File: src/swm_div.sv
`timescale 1ns / 1ps
// ----------------------------------------------------------------------------
// swm_div
// Radix-2 restoring divider: signed numerator over an unsigned nonzero
// denominator, one quotient bit per cycle, quotient truncated toward zero.
// ----------------------------------------------------------------------------
module swm_div #(
   parameter int NUM_BITS = 24,
   parameter int DEN_BITS = 9
) (
   input  logic                       clock,
   input  logic                       reset,
   input  logic                       start,
   input  logic signed [NUM_BITS-1:0] num,
   input  logic        [DEN_BITS-1:0] den,
   output logic                       done,
   output logic signed [NUM_BITS-1:0] quot
);

   localparam int CNT_BITS = $clog2(NUM_BITS + 1);

   logic                busy_ff, busy_in;
   logic                done_ff, done_in;
   logic [CNT_BITS-1:0] cnt_ff, cnt_in;
   logic                neg_ff, neg_in;
   logic [DEN_BITS-1:0] den_ff, den_in;
   logic [DEN_BITS-1:0] rem_ff, rem_in;
   logic [NUM_BITS-1:0] quo_ff, quo_in;
   logic [DEN_BITS:0]   shifted;
   logic [DEN_BITS:0]   diff;

   always_comb begin
      busy_in = busy_ff;
      done_in = 1'b0;
      cnt_in  = cnt_ff;
      neg_in  = neg_ff;
      den_in  = den_ff;
      rem_in  = rem_ff;
      quo_in  = quo_ff;
      shifted = {rem_ff, quo_ff[NUM_BITS-1]};
      diff    = shifted - {1'b0, den_ff};
      if (start) begin
         busy_in = 1'b1;
         cnt_in  = '0;
         neg_in  = num[NUM_BITS-1];
         den_in  = den;
         rem_in  = '0;
         quo_in  = num[NUM_BITS-1] ? NUM_BITS'(-num) : NUM_BITS'(num);
      end else if (busy_ff) begin
         if (!diff[DEN_BITS]) begin
            rem_in = diff[DEN_BITS-1:0];
            quo_in = {quo_ff[NUM_BITS-2:0], 1'b1};
         end else begin
            rem_in = shifted[DEN_BITS-1:0];
            quo_in = {quo_ff[NUM_BITS-2:0], 1'b0};
         end
         cnt_in = cnt_ff + 1'b1;
         if (cnt_ff == CNT_BITS'(NUM_BITS - 1)) begin
            busy_in = 1'b0;
            done_in = 1'b1;
         end
      end
   end

   always_ff @(posedge clock) begin
      if (reset) begin
         busy_ff <= 1'b0;
         done_ff <= 1'b0;
         cnt_ff  <= '0;
      end else begin
         busy_ff <= busy_in;
         done_ff <= done_in;
         cnt_ff  <= cnt_in;
      end
   end

   always_ff @(posedge clock) begin
      neg_ff <= neg_in;
      den_ff <= den_in;
      rem_ff <= rem_in;
      quo_ff <= quo_in;
   end

   assign done = done_ff;
   assign quot = neg_ff ? -$signed(quo_ff) : $signed(quo_ff);

endmodule

File: config.mk
export PLATFORM = sky130hd
export DESIGN_NAME = swm_div
export DESIGN_NICKNAME = d
export VERILOG_FILES = /design/src/swm_div.sv
export SDC_FILE = /design/constraint.sdc
export NUM_CORES = 1
export LEC_CHECK = 0
export BUFFER_PORTS_ARGS = -buffer_cell sky130_fd_sc_hd__buf_2
export CAP_MARGIN = 0
export CELL_PAD_IN_SITES_DETAIL_PLACEMENT = 0
export CELL_PAD_IN_SITES_GLOBAL_PLACEMENT = 1
export CORE_UTILIZATION = 35
export CTS_CLUSTER_SIZE = 24
export DETAILED_ROUTE_END_ITERATION = 10
export MAX_ROUTING_LAYER = met4
export PLACE_DENSITY_LB_ADDON = 0.1
export SLEW_MARGIN = 20
export SYNTH_ARGS = -nofsm -noshare
export SYNTH_HDL_FRONTEND = slang
export SYNTH_SLANG_ARGS = --single-unit
File: constraint.sdc
create_clock -name clock -period 3.5 [get_ports clock]
set_clock_uncertainty 0.15 [all_clocks]
set_input_delay 0.175 -clock clock [delete_from_list [all_inputs] [get_ports clock]]
set_output_delay 0.175 -clock clock [all_outputs]
set_load 0.005 [all_outputs]
# Word-level counts from Yosys, hierarchy flattened
# Cells that the tools add are included.
# totals
register_bits	50
input_bits	36
wordCells	26
# classes
add_sub_neg	4
eq_ne	1
mux	10
bitwise	1
n_reduce_logical	3
# ops
cell	n
$mux W24	4
$neg A24 Y24	2
$sub A10 B9 Y10	1
$mux W9	1
$add A5 B1 Y5 const B	1
$eq A5 B5 Y1 const B	1
$mux W1	5
$reduce_or A3 Y1	1
$reduce_bool A2 Y1	1
$reduce_or A2 Y1	1
$not A1 Y1	1

# Longest topological paths before layout
# Gate-level depths: netlist of the first run.
# depth
word_depth	4
ltp_mapped	10
ltp_nobuf	9

# Least setup slack after synthesis of the first run
# OpenSTA, ideal clock, no wires.
# synth_path
path_type	reg-to-reg
start	reg den_ff[1]
end	reg rem_ff[6]
setup_ns	0.091
arrival_time_ns	2.394
required_time_ns	3.259
slack_ns	0.865
path_stages_with_launch	10
path_buffers	1
period_less_slack_ns	2.635
path_cell_list	edfxtp_1 inv_1 ha_1 nor2b_1 o2111a_1 or4_4 buf_6 a21o_1 a221o_1 a311oi_1
# synth_between
elab_chain_cells	2
# synth_rtl
element	line_no	rtl
start, declared	26	logic [DEN_BITS-1:0] den_ff, den_in;
start signal, assigned	79	den_ff <= den_in;
$sub A10 B9 Y10	41	diff = shifted - {1'b0, den_ff};
$mux W9	50	if (!diff[DEN_BITS]) begin
end signal, assigned	80	rem_ff <= rem_in;
end, declared	27	logic [DEN_BITS-1:0] rem_ff, rem_in;
# No other way between the ends.
# A chain may end at the register's enable or synchronous reset.

# Worst setup path in the final report of the first run
# layout_path
start	reg quo_ff[5]
end	out quot[18]
# layout_between
elab_chain_cells	2
# layout_rtl
element	line_no	rtl
start, declared	28	logic [NUM_BITS-1:0] quo_ff, quo_in;
start signal, assigned	81	quo_ff <= quo_in;
$neg A24 Y24	85	assign quot = neg_ff ? -$signed(quo_ff) : $signed(quo_ff);
$mux W24	85	
end, declared	17	output logic signed [NUM_BITS-1:0] quot
# No other way between the ends.

==> results of run 1 <==
[repair_timing]
action                                  4_1_cts  5_1_grt
endpoints found under the setup margin        0        0
endpoints found under the hold margin        10        0
resized for setup                             0        0
hold buffers                                 10        0
[path summary, 6_finish.rpt]
check | slack, ns | depth (start not counted) | start | to
max reg2reg | 0.72 | 8 | den_ff[1] | rem_ff[2]
max | 0.51 | 6 | quo_ff[5] | quot[18]
min | 0.08 | 3 | num[0] | quo_ff[0]
min reg2reg | 0.37 | 2 | rem_ff[6] | rem_ff[6]
[kinds of logic after synthesis]
family                   synth area share (%)
AO/OA/AOI/OAI                            19.2
XOR/XNOR                                 13.2
buffers and inverters                    4.55
AND/OR/NAND/NOR                          17.7
flip-flops                               39.7
adder cells (fa/ha/maj)                  5.03
multiplexers                            0.592
[worst max-delay path, stage by stage (launching register included)]
cell,delay (ns)
edfxtp_1,0.46
or4_1,0.59
or4_1,0.53
nand2b_1,0.25
o31ai_1,0.26
xnor2_1,0.15
buf_2,0.13
[placed cells by master, fill, tap and decap left out, drive strengths merged, types with 11 or more instances in the layout]
master and count:
buf 64, nor2 42, edfxtp 34, a21oi 29, xnor2 26, xor2 25, nand2 24, o21ai 22
inv 21, o31ai 16, dfxtp 16, ha 12, nand3 11
[cell type report]
cell class	count	area (sq um)	area share, %
clock buffers	6	93.8	2.34
clock inverters	2	17.5	0.437
inverters	20	75.1	1.87
multi-input cells	284	1890	47.1
flip-flops and latches	50	1340	33.5
well taps	129	161	4.03
repair buffers	74	430	10.7
[metal layers]
layer	share of wire, %	wire [um]
met5	0	0
met4	0.65	53
met3	3.5	286
met2	46	3760
met1	50	4060
[report_power, final]
| group | switching (mW) | internal, mW |
|---|---|---|
| clock network | 0.209 | 0.188 |
| registers | 0.0587 | 0.696 |
| logic | 0.221 | 0.195 |
[metrics by stage]
step | std cells | total power [mW]
final | 565 | 1.57
after global routing | 565 | 1.68
after CTS | 565 | 1.59
after detailed placement | 547 | 1.18
after global placement | 547 | 1.18
after floorplan | 372 | 1.03
[flip-flops by register name, summed over array words and instances, names as in the netlist]
signal	cells
busy_ff	1
cnt_ff	5
den_ff	9
done	1
neg_ff	1
quo_ff	24
rem_ff	9
==> results.sh, run 1 <==
export IMPL_outcome="complete, no violations"
export IMPL_hold_viol=0
export IMPL_ios=61
export IMPL_worst_pin_slew_ns=0.763
export IMPL_cp_start_kind="flop"
export IMPL_antenna_cells=0
export IMPL_drv_cap=0
export IMPL_fin_util_pct=43.1
export IMPL_die_h_um=100
export IMPL_clk_pin_slew_ns=0.10
export IMPL_setup_violations_final=0
export IMPL_min_period_ns=2.99
export IMPL_track_usage_pct=17.6
export IMPL_final_cell_area_sq_um=4010
export IMPL_worstPathMaxFanout=4
export IMPL_synthToLayoutAreaGrowth_pct=18.5
export IMPL_post_dp_hpwl_um=6130
export IMPL_slew_violations=0
export IMPL_drc=0
export IMPL_cts_buffers=5
export IMPL_root_buffer="clkbuf_8"
export IMPL_grt_pass1_vias=2759
export IMPL_dpl_instance_area_sq_um=3790
export IMPL_top_usage_layer="met2"
export IMPL_worstPathArrival_ns=2.67
export IMPL_layout_drive_gt1_share_pct=19.0
export IMPL_post_route_period_util_pct=85.5
export IMPL_async_reset_ff_share_pct=0
export IMPL_met2_usage_pct=27.7
export IMPL_via_count=2900
export IMPL_cts_sinks=50
export IMPL_synth_area_sq_um=3380
export IMPL_initial_utilization_pct=36.4
export IMPL_antenna_found_initial=0
export IMPL_synth_top_area_share_pct=30.2
export IMPL_hp_class="in -> reg"
export IMPL_cts_tree="built"
export IMPL_die_w_um=100
export IMPL_max_freq_mhz=334
export IMPL_num_rows=35
export IMPL_place_ws_ns=0.772
export IMPL_use_met3_pct=2.30
export IMPL_firstDrtPassIters=4
export IMPL_htreeDepth=2
export IMPL_p_leak_nw=1.58
export IMPL_cts_buffer_depth=2
export IMPL_setup_ws_ns=0.506
export IMPL_yosysWarnings=0
export IMPL_hold_slack_ns=0.0815
export IMPL_wl_per_cell_um=14.4
export IMPL_synth_area_top_cells="edfxtp_1, dfxtp_1, xnor2_1, xor2_1, nor2_1"
export IMPL_end_kind="output port"
export IMPL_routabilityCongestion=0.785
export IMPL_fin_tns_setup_ns=0
export IMPL_portBuffers=60
export IMPL_yosys_cell_types_count=51
export IMPL_grt_pass1_wl_um=13600
export IMPL_rsz0062_at_grt="no"
export IMPL_worstPathRequired_ns=3.17
export IMPL_ys_seq_area_share_pct=39.7
export IMPL_postCtsSetupBuffers=0
export IMPL_grt_ovfl_total=0
export IMPL_wl_um=8160
export IMPL_synth_top_flop_cell="edfxtp_1"
export IMPL_yosys_area_top_type="edfxtp_1"
export IMPL_ir_drop_v=0.000226
export IMPL_fill_cells=970
export IMPL_syn_num_nets=421
export IMPL_synthTopCellsByCount="nor2_1, edfxtp_1, a21oi_1"
export IMPL_ant_nets=0
export IMPL_die_area_sq_um=10100
export IMPL_p_per_area_nw_per_um2=391
export IMPL_ys_ff_latch=50
export IMPL_syn_avg_cell_area_sq_um=9.09
export IMPL_grtUsageMet1_pct=24.3
export IMPL_yosysMostFrequentCell="nor2_1"
export IMPL_coreArea_sq_um=9280
export IMPL_nets=484
export IMPL_clk_latency_ns=0.30
export IMPL_drtIter0Drc=112
export IMPL_synth_edf_count=34
export IMPL_synthesis_instances=372
export IMPL_slew_headroom_pct=49.1
export IMPL_grt_max_degree=34
export IMPL_worstSetupPathType="reg -> out"
export IMPL_viasPerCell=5.13
(Power assumes the default switching activity.)
==> run 2: changes to the inputs <==
==> constraint.sdc (replaced) <==
create_clock -name clock -period 3.2 [get_ports clock]
set_clock_uncertainty 0.15 [all_clocks]
set_input_delay 0.16 -clock clock [delete_from_list [all_inputs] [get_ports clock]]
set_output_delay 0.16 -clock clock [all_outputs]
set_load 0.02 [all_outputs]
==> results.sh, run 2 (synthesis gave the netlist of run 1 again) <==
export IMPL_slew_violations=0
export IMPL_worstPathMaxFanout=4
export IMPL_hold_viol=0
export IMPL_ant_nets=0
export IMPL_worst_pin_slew_ns=0.756
export IMPL_place_ws_ns=0.476
export IMPL_cp_start_kind="flop"
export IMPL_final_cell_area_sq_um=4010
export IMPL_outcome="complete, no violations"
export IMPL_layout_commonest_cell="buf_2"
export IMPL_max_freq_mhz=334
export IMPL_setup_violations_final=0
export IMPL_coreArea_sq_um=9280
export IMPL_r2r_slack_ns=0.44
export IMPL_fin_util_pct=43.2
export IMPL_post_cts_resized=0
export IMPL_ios=61
export IMPL_fin_tns_setup_ns=0
export IMPL_clk_latency_ns=0.31
export IMPL_hp_class="in -> reg"
export IMPL_root_buffer="clkbuf_8"
export IMPL_worstSetupPathType="reg -> out"
export IMPL_die_h_um=100
export IMPL_drv_cap=0
export IMPL_synthToLayoutAreaGrowth_pct=18.5
export IMPL_hold_end="quo_ff[0]"
export IMPL_antenna_cells=0
export IMPL_nets=484
export IMPL_ir_drop_v=0.000166
export IMPL_wl_um=8140
export IMPL_initial_utilization_pct=36.4
export IMPL_regMostFlops="quo_ff"
export IMPL_drc=0
export IMPL_postCtsSetupBuffers=0
export IMPL_htreeDepth=2
export IMPL_cts_tree="built"
export IMPL_grt_pass1_wl_um=13500
export IMPL_cts_buffer_depth=2
export IMPL_post_route_period_util_pct=93.7
export IMPL_clk_pin_slew_ns=0.10
export IMPL_track_usage_pct=17.4
export IMPL_antenna_found_initial=0
export IMPL_min_period_ns=3.00
export IMPL_dpl_instance_area_sq_um=3810
export IMPL_rsz0062_at_grt="no"
export IMPL_hold_depth=3
export IMPL_p_leak_nw=1.58
export IMPL_worstPathRequired_ns=2.89
export IMPL_cts_sinks=50
export IMPL_die_w_um=100
export IMPL_via_count=2899
export IMPL_post_dp_hpwl_um=6070
export IMPL_largest_reg_flops=24
export IMPL_final_cell_mix="buf_2, nor2_1, edfxtp_1"
export IMPL_r2r_start="den_ff[1]"
export IMPL_hold_slack_ns=0.0622
export IMPL_grt_max_degree=49
export IMPL_num_rows=35
export IMPL_routabilityCongestion=0.761
export IMPL_r2r_end="rem_ff[2]"
export IMPL_setup_ws_ns=0.202
export IMPL_largestRegisters="quo_ff x24, den_ff x9, rem_ff x9"
export IMPL_hp_start="num[0]"
export IMPL_wl_per_cell_um=14.4
export IMPL_portBuffers=60
export IMPL_ctsHoldBuffers=10
export IMPL_end_kind="output port"
export IMPL_slew_headroom_pct=49.6
export IMPL_firstDrtPassIters=4
export IMPL_grt_pass1_vias=2724
export IMPL_cts_buffers=5
export IMPL_worst_r2r_path_depth=8
export IMPL_drtIter0Drc=119
export IMPL_grt_ovfl_total=0
export IMPL_viasPerCell=5.13
export IMPL_p_per_area_nw_per_um2=439
export IMPL_layout_drive_gt1_share_pct=19.0
export IMPL_worstPathArrival_ns=2.69
export IMPL_die_area_sq_um=10100
[run 2: changes by cell type in the layout (fill, tap and decap cells not counted), sizes merged]
cell,before,now
inv,21,20
clkinv,1,2
[run 2: through the flow]
stage / std cells / total power [mW]
finish: 565 / 1.76
global route: 565 / 1.87
CTS: 565 / 1.78
detailed placement: 547 / 1.36
global placement: 547 / 1.36
floorplan: 372 / 1.20
[run 2: where the power goes]
group	internal [mW]	switching (mW)	leakage (nW)
clock	0.179	0.229	0.0514
combinational	0.216	0.309	1.06
sequential	0.761	0.0649	0.465
[run 2: worst max-delay path by stage]
stage               slack, ns   endpoint  cells after the start       from
global placement         0.52   quot[23]                      7  quo_ff[4]
global route             0.03   quot[18]                      6  quo_ff[4]
floorplan                0.56  rem_ff[6]                      9  den_ff[1]
finish                   0.20   quot[18]                      6  quo_ff[5]
detailed placement       0.48  rem_ff[2]                      8  den_ff[1]
CTS                      0.17   quot[18]                      6  quo_ff[5]
[run 2: metal layers]
| metal | global-route usage, % | share of wire (%) | vias to the layer above |
|---|---|---|---|
| met3 | 2.58 | 3.4 | 2 |
| met5 | - | 0 | - |
| met2 | 27.3 | 46 | 59 |
| met4 | 3.79 | 0.34 | 0 |
| li1 | - | - | 1493 |
| met1 | 23.8 | 50 | 1345 |
[run 2: final cells by class]
cell class                      count  area (sq um)
Clock inverter                      2          17.5
Inverter                           20          75.1
Multi-Input combinational cell    284          1890
Clock buffer                        6          82.6
Timing Repair Buffer               74           443
Sequential cell                    50          1340
Tap cell                          129           161
Fill cell                         959          5280
[run 2: worst max-delay path: stages, from the launching register on]
cell      delay (ns)
edfxtp_1        0.45
or4_1           0.58
or4_1           0.53
nand2b_1        0.24
o31ai_1         0.27
xnor2_1         0.14
buf_2           0.18
==> run 3: changes to the inputs <==
SKIP_LAST_GASP = 1   (was not set)
clock period = 3.9 ns   (was 3.2 ns; I/O delays follow)
==> results.sh, run 3 (synthesis gave the netlist of run 1 again) <==
export IMPL_intPower_uw=966
export IMPL_min_period_ns=3.08
export IMPL_multi_input_area_sq_um=1890
export IMPL_post_cts_resized=0
export IMPL_largestRegisters="quo_ff x24, den_ff x9, rem_ff x9"
export IMPL_cts_tree="built"
export IMPL_grt_ovfl_total=0
export IMPL_die_h_um=100
export IMPL_cts_buffers=5
export IMPL_setup_violations_final=0
export IMPL_cts_buffer_depth=2
export IMPL_swShare_pct=33.8
export IMPL_regArea_sq_um=1340
export IMPL_nets=482
export IMPL_num_rows=35
export IMPL_max_freq_mhz=325
export IMPL_grt_pass1_wl_um=13700
export IMPL_worstPathCellList="or4_1 -> or4_1 -> nand2b_1 -> o31ai_1 -> xnor2_1 -> buf_2"
export IMPL_drc=0
export IMPL_antenna_found_initial=0
export IMPL_die_area_sq_um=10100
export IMPL_post_dp_hpwl_um=6010
export IMPL_clk_latency_ns=0.30
export IMPL_power_switching_uw=493
export IMPL_ir_drop_v=0.000153
export IMPL_comb_power_share_pct=29.2
export IMPL_rsz0062_at_grt="no"
export IMPL_root_buffer="clkbuf_8"
export IMPL_die_w_um=100
export IMPL_via_count=2869
export IMPL_fin_tns_setup_ns=0
export IMPL_wl_per_cell_um=14.4
export IMPL_antenna_cells=0
export IMPL_worstSetupPathType="reg -> out"
export IMPL_layout_drive_gt1_share_pct=18.7
export IMPL_regMostFlops="quo_ff"
export IMPL_worstPathMaxFanout=4
export IMPL_final_cell_mix="buf_2, nor2_1, edfxtp_1"
export IMPL_post_route_period_util_pct=78.9
export IMPL_wl_um=8130
export IMPL_track_usage_pct=17.7
export IMPL_drtIter0Drc=139
export IMPL_worstPathArrival_ns=2.73
export IMPL_worst_pin_slew_ns=0.750
export IMPL_routabilityCongestion=0.767
export IMPL_initial_utilization_pct=36.4
export IMPL_cp_top_family="simple AND/OR/NAND/NOR gates"
export IMPL_slew_headroom_pct=49.9
export IMPL_cp_start_kind="flop"
export IMPL_hold_viol=0
export IMPL_largest_reg_flops=24
export IMPL_fill_cells=1000
export IMPL_htreeDepth=2
export IMPL_cpMostUsedCell="or4_1"
export IMPL_grt_max_degree=39
export IMPL_outcome="complete, no violations"
export IMPL_p_leak_nw=1.57
export IMPL_cts_sinks=50
export IMPL_coreArea_sq_um=9280
export IMPL_worstPathRequired_ns=3.56
export IMPL_drv_cap=0
export IMPL_firstDrtPassIters=4
export IMPL_hp_class="in -> reg"
export IMPL_crit_buf_inv=1
export IMPL_final_cell_area_sq_um=3990
export IMPL_grt_pass1_vias=2761
export IMPL_portBuffers=60
export IMPL_synthToLayoutAreaGrowth_pct=17.9
export IMPL_layout_commonest_cell="buf_2"
export IMPL_viasPerCell=5.10
export IMPL_slew_violations=0
export IMPL_critPathSlowestCell="or4_1"
export IMPL_slowest_delay_ns=0.58
export IMPL_ant_nets=0
export IMPL_clkPwrFrac_pct=24.3
export IMPL_end_kind="output port"
export IMPL_clk_pin_slew_ns=0.10
export IMPL_power_frac_seq_pct=46.6
export IMPL_dpl_instance_area_sq_um=3780
export IMPL_p_per_area_nw_per_um2=366
export IMPL_ios=61
==> run 3: cell types whose count changed in the layout (fill, tap and decap cells not counted) <==
cell / before / now
clkinv_4: 2 / 0
inv_4: 0 / 2
buf_12: 1 / 0
buf_4: 3 / 2
clkbuf_16: 0 / 1
clkbuf_8: 6 / 5
==> run 3: final timing paths <==
check / start / to / slack, ns / cells past startpoint
worst max register to register: den_ff[1] / rem_ff[2] / 1.14 / 8
worst min register to register: rem_ff[6] / rem_ff[6] / 0.38 / 2
worst max-delay path: quo_ff[5] / quot[18] / 0.82 / 6
worst min-delay path: num[0] / quo_ff[0] / 0.12 / 3
==> run 3: metal layers <==
metal / share of wire [%] / vias to the layer above / global-route usage [%]
met5: 0 / - / -
met4: 0.34 / 0 / 3.79
met3: 3.3 / 2 / 2.58
met2: 45 / 55 / 26.8
met1: 51 / 1322 / 25.2
li1: - / 1490 / -
==> run 3: final cells by class <==
class,instances,share of cell area (%)
clock inverter,2,0.314
inverter,20,1.88
multi-input combinational,284,47.3
clock buffer,6,2.35
timing repair buffer,72,10.4
tap,129,4.05
sequential,50,33.7
==> run 3: power by group through the flow <==
stage | logic [mW] | clock network, mW | registers, mW
6_report | 0.425 | 0.354 | 0.679
5_1_grt | 0.475 | 0.392 | 0.690
4_1_cts | 0.429 | 0.367 | 0.680
3_5_place_dp | 0.419 | 0 | 0.692
3_3_place_gp | 0.419 | 0 | 0.692
2_1_floorplan | 0.312 | 0 | 0.670
==> run 3: what timing repair did <==
item,4_1_cts,5_1_grt
hold buffers,10,0
hold endpoints to repair,10,0
buffers inserted,0,0
==> run 3: per-stage QoR <==
step	setup WS [ns]	instances	power (mW)	util, %	hold slack (ns)
after floorplan	1.26	372	0.982	-	0.117
after global placement	1.17	545	1.11	40.7	0.215
after detailed placement	1.17	545	1.11	40.7	0.218
after CTS	0.822	563	1.48	42.9	0.112
after global routing	0.615	563	1.56	42.9	0.140
final	0.824	563	1.46	42.9	0.120
==> run 3: worst reg2reg max path: cells and delay by family, from the launching register on <==
family,cells,cell delay (ns)
AO/OA/AOI/OAI,4,1.11
adder cells (fa/ha/maj),1,0.22
buffers and inverters,1,0.08
flip-flops,1,0.43
AND/OR/NAND/NOR,2,0.69
